<file path="src/sv/fdm_pkg.sv">
// Shared types and constants for the floor division and modulo unit.
package fdm_pkg;

	localparam int unsigned DataW = 64;
	localparam int unsigned HalfW = 32;
	localparam int unsigned QueueDepth = 2;

	typedef enum logic [0:0] {
		FUNC_DIV = 1'b0,
		FUNC_MOD = 1'b1
	} func_t;

	// Classified work handed from the front part to the divider.
	typedef struct packed {
		logic             want_mod;
		logic             wide;
		logic             zero;
		logic             neg_a;
		logic [DataW-1:0] num;     // dividend after the negative-dividend adjustment
		logic [DataW-1:0] den;     // divisor at the operating width
	} job_t;

	// Sign-extend from the low half when the operation is narrow.
	function automatic logic [DataW-1:0] fit_width(input logic [DataW-1:0] v,
		input logic wide);
		fit_width = wide ? v : {{HalfW{v[HalfW-1]}}, v[HalfW-1:0]};
	endfunction

endpackage

</file>
<file path="src/sv/fdm_front.sv">
// Front part: takes items, reduces operands to width and classifies them.
module fdm_front (
	input  logic                clk,
	input  logic                arst_n,
	input  logic                func,
	input  logic                wide,
	input  logic signed [63:0]  dividend,
	input  logic signed [63:0]  divisor,
	input  logic                in_valid,
	output logic                in_ready,
	output fdm_pkg::job_t       job,
	output logic                job_valid,
	input  logic                job_ready
);
	import fdm_pkg::*;

	logic [DataW-1:0] a;
	logic [DataW-1:0] b;
	job_t             job_in;
	job_t             mem_q [QueueDepth];
	logic             wr_ptr_q;
	logic             rd_ptr_q;
	logic [1:0]       count_q;
	logic             push;
	logic             pop;

	always_comb begin
		a = fit_width(dividend, wide);
		b = fit_width(divisor, wide);
		job_in.want_mod = (func_t'(func) == FUNC_MOD);
		job_in.wide     = wide;
		job_in.zero     = (b == '0);
		job_in.neg_a    = a[DataW-1];
		job_in.num      = a[DataW-1] ? fit_width(a - b + DataW'(1), wide) : a;
		job_in.den      = b;
	end

	assign in_ready  = (count_q != 2'(QueueDepth));
	assign push      = in_valid && in_ready;
	assign job_valid = (count_q != 2'd0);
	assign pop       = job_valid && job_ready;
	assign job       = mem_q[rd_ptr_q];

	always_ff @(posedge clk) begin
		if (push) begin
			mem_q[wr_ptr_q] <= job_in;
		end
	end

	always_ff @(posedge clk or negedge arst_n) begin
		if (!arst_n) begin
			wr_ptr_q <= 1'b0;
			rd_ptr_q <= 1'b0;
			count_q  <= 2'd0;
		end else begin
			if (push) wr_ptr_q <= ~wr_ptr_q;
			if (pop)  rd_ptr_q <= ~rd_ptr_q;
			count_q <= count_q + 2'(push) - 2'(pop);
		end
	end

`ifndef SYNTHESIS
	a_no_overflow: assert property (@(posedge clk) disable iff (!arst_n)
		count_q <= 2'(QueueDepth)) else $error("queue count overflow");
	a_full_blocks: assert property (@(posedge clk) disable iff (!arst_n)
		count_q == 2'(QueueDepth) |-> !in_ready) else $error("full queue accepted");
	a_count_step: assert property (@(posedge clk) disable iff (!arst_n)
		push && !pop |=> count_q == $past(count_q) + 2'd1) else $error("count step");
`endif

endmodule

</file>
<file path="config.mk">
export PLATFORM = sky130hd
export DESIGN_NAME = fdm_front
export DESIGN_NICKNAME = d
export VERILOG_FILES = /design/src/sv/fdm_pkg.sv /design/src/sv/fdm_front.sv
export SDC_FILE = /design/constraint.sdc
export NUM_CORES = 1
export LEC_CHECK = 0
export ABC_CLOCK_PERIOD_IN_PS = 16800
export BUFFER_PORTS_ARGS = -buffer_cell sky130_fd_sc_hd__buf_4
export CORE_ASPECT_RATIO = 0.5
export CORE_UTILIZATION = 30
export CTS_CLUSTER_DIAMETER = 100
export DETAILED_ROUTE_END_ITERATION = 16
export GPL_ROUTABILITY_DRIVEN = 0
export HOLD_SLACK_MARGIN = 0.06
export SYNTH_ARGS = -nofsm -noshare
export SYNTH_HDL_FRONTEND = slang
export SYNTH_SLANG_ARGS = --single-unit
</file>
<file path="constraint.sdc">
create_clock -name clk -period 16.8 [get_ports clk]
set_clock_uncertainty 0.05 [all_clocks]
set_input_delay 2.52 -clock clk [delete_from_list [all_inputs] [get_ports clk]]
set_output_delay 2.52 -clock clk [all_outputs]
set_load 0.03 [all_outputs]
</file>
## Word level (Yosys, flattened, before mapping)

Memory sizes are Yosys's and may differ from the RTL's.
Cells that the tools add are included.
Widths: inputs -> output; s select.

- Latch bits: 0
- Bits in read-only memories: 0
- Memories kept: 1
- Memory bits (writable): 264
- Output and inout port bits: 134
- Logic and storage cells: 21
- Flip-flop bits (word level): 4

Memory list:

| name | words | width | read ports | clocked after Yosys merged registers in | write ports | RTL line | RTL |
|---|---|---|---|---|---|---|---|
| mem_q | 2 | 132 | 1 | 0 | 1 | fdm_front.sv:20 | `job_t mem_q [QueueDepth];` |

- Shift-type cells: 0
- Magnitude comparators: 0
- Equality and inequality tests: 1
- Reductions and logical operators: 4
- Add/subtract/negate cells: 4
- Muxes and demuxes: 6
- Div/mod/pow operators: 0
- Bitwise gates (word level): 2
- Multiply operators: 0

Operators by type and width:

| kind | number |
|---|---|
| $mux 64 | 4 |
| $add 64x1->64 const B | 1 |
| $logic_not 64->1 | 1 |
| $sub 64x64->64 | 1 |
| $add 2x1->2 | 1 |
| $logic_and 1x1->1 | 2 |
| $mux 1 | 2 |
| $ne 2x2->1 const B | 1 |
| $not 1->1 | 2 |
| $reduce_bool 2->1 | 1 |
| $sub 2x1->2 | 1 |

## Depth between registers and ports, before layout

- Depth in word-level cells: 5
- Gate-level depth with buffers: 19
- Gate-level depth less buffers: 15

## Worst setup path before layout

Ideal clock, no wire load.

- Kind: input port to flip-flop
- From: input port in_valid
- To: memory mem_q[0][0] in the netlist's numbering, enable pin
- Required time: 16,125 ps
- Cell stages on the path: 2
- Arrival time: 8,110 ps
- Slack: 8,015 ps
- Cells stage by stage: nand2_1 > nor2_1

- Cells in the longest elaborated chain, start to end: 3

RTL lines:

| item | RTL line | RTL |
|---|---|---|
| start: declaration | fdm_front.sv:9 | `input logic in_valid,` |
| $logic_and 1x1->1 | fdm_front.sv:39 | `assign push = in_valid && in_ready;` |
| $mux 1 | fdm_front.sv:45 | `if (push) begin` |
| $mux 1 (not written as such) | fdm_front.sv:46 | `mem_q[wr_ptr_q] <= job_in;` |
| end: declaration | fdm_front.sv:20 |  |

No other way between the ends.

==> key figures <==
Outcome
  • Status: completed

GRT
  • First-pass GRT wire length: 65.3 mm
  • Tot GR Track Use: 15.8%
  • Vias in the first global route: roughly 12k
  • Total grt overflow: 0
  • Largest net degree at the start of global routing: 79
  • Initial antenna violation count: 4

Logic synthesis
  • Number of synthesis warnings: 0
  • Net Count, Synth: 1,666
  • Synth top area share: 50.1%
  • Seq/Total Area, Yosys: 50.7%
  • Synth unique cells: a little under 70
  • Main synth FF type: edfxtp_1
  • Mapped Cells: 1,404
  • Leading area contributor after synthesis: edfxtp_1
  • Area contributors post-synth: edfxtp_1 (50%), ha_1 (10%), mux2_2 (9.5%)
  • Avg Cell Area, Syn: ~11 sq um
  • Number of flops mapped to enable cells by yosys: about 260
  • Post-Syn Area: 0.0158 sq mm
  • Flops & latches, synth: 268
  • Ys async rst share: 1.49%

Min path
  • Type of the most critical hold path: reg2reg
  • Hold Startpoint: count_q[0]
  • Hold Crit Depth: 1
  • Worst Hold End: count_q[0]

Floorplan
  • CORE AREA: 0.0520 sq mm
  • Die ar.: 0.0538 sq mm
  • Row Count: 59
  • Die H: roughly 160 um
  • Die W: 327 um
  • Initial Util: 30.4%
  • Io pins: around 270

Clocking
  • Clock Sinks: approximately 270
  • Clk Latency, worst-skew pair: 0.55 ns
  • Worst-case clock buffer depth: 3
  • Total CTS buffers: 28
  • Root Driver: clkbuf_16
  • H-tree lvl count: 1
  • Hold-fix buffers, CTS: 0
  • # resized after CTS: 0
  • Setup bufs post-CTS: 0
  • Clock slew at reported path FFs: ~0.060 ns
  • TritonCTS clock tree: built

Setup path
  • Max incr delay on CP: 0.58 ns
  • Worst r2r src: count_q[1]
  • Critical Path Most Common Cell: buf_4
  • Worst Setup End Kind: register
  • Reg2reg end: mem_q[1][50]
  • R2R depth: 4
  • CP Launch Type: primary input
  • Critical-path cell list: buf_4 > buf_4 > nor2_2 > buf_4 > a21oi_1 > ha_1 > ha_1 > a21o_1 > o21bai_1 > a211oi_2 > nor3_1 > or4b_4 > o31ai_2 > o21ai_2 > xor2_1 > mux2i_1 > o21ai_0
  • Critical path class: in2reg
  • CP max FO: 72
  • Worst Path Arrival: 6.75 ns
  • Reg2Reg Setup Slack: 13.86 ns
  • Critical path's slowest cell: buf_4
  • WP data required: about 17 ns

Cells and area
  • Finished Cell Area: 0.0195 sq mm
  • Fin nets: between 1.5k and 2k
  • Share of cells above drive strength 1: 28.3%
  • Area growth syn-to-layout: 23.1%
  • Filler cells: 5,157

Pwr
  • Pint: 1.82 mW
  • Switching portion of total power: 38.1%
  • Sequential Power Share: 34.4%
  • Net Sw Power: 1.12 mW
  • Clk pwr share: 21.6%
  • Max VDD drop: 0.000108 V
  • Combinational Power Share: 43.9%
  • Pleak: 7.92 nW
  • Power per Cell Area: about 150 mW/mm^2

STA
  • Slew @ Worst Pin: between 1 and 1.5 ns
  • Setup TNS: 0 ns
  • Hold Vio Cnt, Final: 0
  • Slew Viols, Final: 0
  • Max Clk Rate: 0.152 GHz
  • Endpoints failing setup: 0
  • Final period util: 39.1%
  • Minimum clock period: 6.57 ns
  • RSZ-0062 raised after global routing: false
  • Rel. slew slack: 15.1%

Detailed routing
  • Vias/cell: 4.92
  • Antenna viol nets, final: 0
  • Iteration-0 DRC Markers: 762
  • Final WL: approximately 44 mm
  • Per-cell routed wire length: around 19 um
  • Vias: 11.7k
  • Drt pass-1 iters: 8
  • DRC: 0

Placement
  • Placed cell area: 0.0185 sq mm
  • IO buf count: 267
  • DP HPWL: 33.4 mm

Run
  • Maxcap violations: 0
-- per-layer routing --
| metal | global-route usage (%) | up-vias | share of wire, % |
|---|---|---|---|
| met5 | 0 | - | 0.020 |
| met4 | 4.99 | 2 | 3.0 |
| met2 | 29.9 | 228 | 53 |
| li1 | - | 5691 | - |
| met1 | 18.4 | 5665 | 40 |
| met3 | 2.13 | 70 | 3.6 |
-- worst max-delay path: cells and delay by family --
family	cells	cell delay, ns
AOI/OAI and AO/OA	7	1.63
and+or+nand+nor	3	0.65
adders and majority gates	2	0.69
xor gates and xnor gates	1	0.17
buffers and inverters	3	0.94
muxes	1	0.14
-- final cells by class --
class	instances	area, sq um	share of cell area, %
multi-input combinational	982	7220	37.0
tap	701	877	4.50
clock buffer	33	741	3.80
timing repair buffer	279	2090	10.7
clock inverter	18	200	1.03
antenna	3	7.51	0.0385
inverter	85	319	1.64
sequential	268	8030	41.2
-- logic make-up (layout without fill, tap and decap cells) --
| group | after synthesis | after routing | synth area share [%] |
|---|---|---|---|
| flip-flops | 268 | 268 | 50.7 |
| AO/OA/AOI/OAI | 321 | 321 | 12.2 |
| buffers and inverters | 154 | 415 | 3.81 |
| multiplexers | 150 | 150 | 10.5 |
| adder cells (fa/ha/maj) | 128 | 128 | 10.2 |
| AND/OR/NAND/NOR | 325 | 325 | 9.37 |
| other | 0 | 3 | 0 |
| XOR/XNOR | 58 | 58 | 3.21 |
-- power by group through the flow --
stage	clock network [mW]	logic (mW)	registers, mW
after floorplan	0	0.892	1.00
after global placement	0	1.30	1.02
after detailed placement	0	1.30	1.03
after CTS	0.649	1.31	1.01
after global routing	0.673	1.38	1.03
final	0.635	1.29	1.01
-- Yosys cell counts (all sizes together), types with 7 or more instances --
master and count:
mux2 134, xor2 29, nand4 26, a211oi 9
a21o 22, edfxtp 264, o21bai 12, mux2i 16
a21oi 150, xnor2 29, nor3 9, clkbuf 54
nand3 16, inv 84, nor4 19, nand2 142
a31oi 7, nor2 73, o21ai 77, buf 15
ha 127, and3 9
-- placed cells by master (no fill, tap or decap), drive strengths merged, types with 6 or more instances in the layout --
| master | count |
|---|---|
| mux2 | 134 |
| and3 | 9 |
| a211oi | 9 |
| o21ai | 77 |
| o21bai | 12 |
| a21oi | 150 |
| edfxtp | 264 |
| nand4 | 26 |
| or3 | 6 |
| nor4 | 19 |
| nand2 | 142 |
| clkbuf | 33 |
| clkinv | 11 |
| mux2i | 16 |
| xor2 | 29 |
| nor2 | 73 |
| ha | 127 |
| nand3 | 16 |
| inv | 84 |
| xnor2 | 29 |
| a31oi | 7 |
| buf | 279 |
| a21o | 22 |
| nor3 | 9 |
-- stage by stage --
step	std cells	hold slack [ns]	total power [mW]	worst slack (ns)	util, %
after global placement	2315	0.459	2.32	9.81	35.6
after detailed placement	2315	0.494	2.33	9.74	35.6
after CTS	2366	0.504	2.97	10.31	37.4
after global routing	2368	0.525	3.08	10.00	37.4
after floorplan	1404	0.411	1.90	8.01	-
final	2369	0.496	2.93	10.23	37.4
-- registers in the layout, indices dropped and copies added (netlist names) --
signal	flops
count_q	2
mem_q	264
rd_ptr_q	1
wr_ptr_q	1
-- worst max path at each step --
stage | start | end
2_1_floorplan | in_valid | mem_q[0][0]
3_3_place_gp | dividend[31] | mem_q[0][120]
3_5_place_dp | wide | mem_q[0][116]
4_1_cts | wide | mem_q[0][116]
5_1_grt | wide | mem_q[0][116]
6_report | wide | mem_q[0][116]
Note: power is estimated with default switching activity, not from simulation.
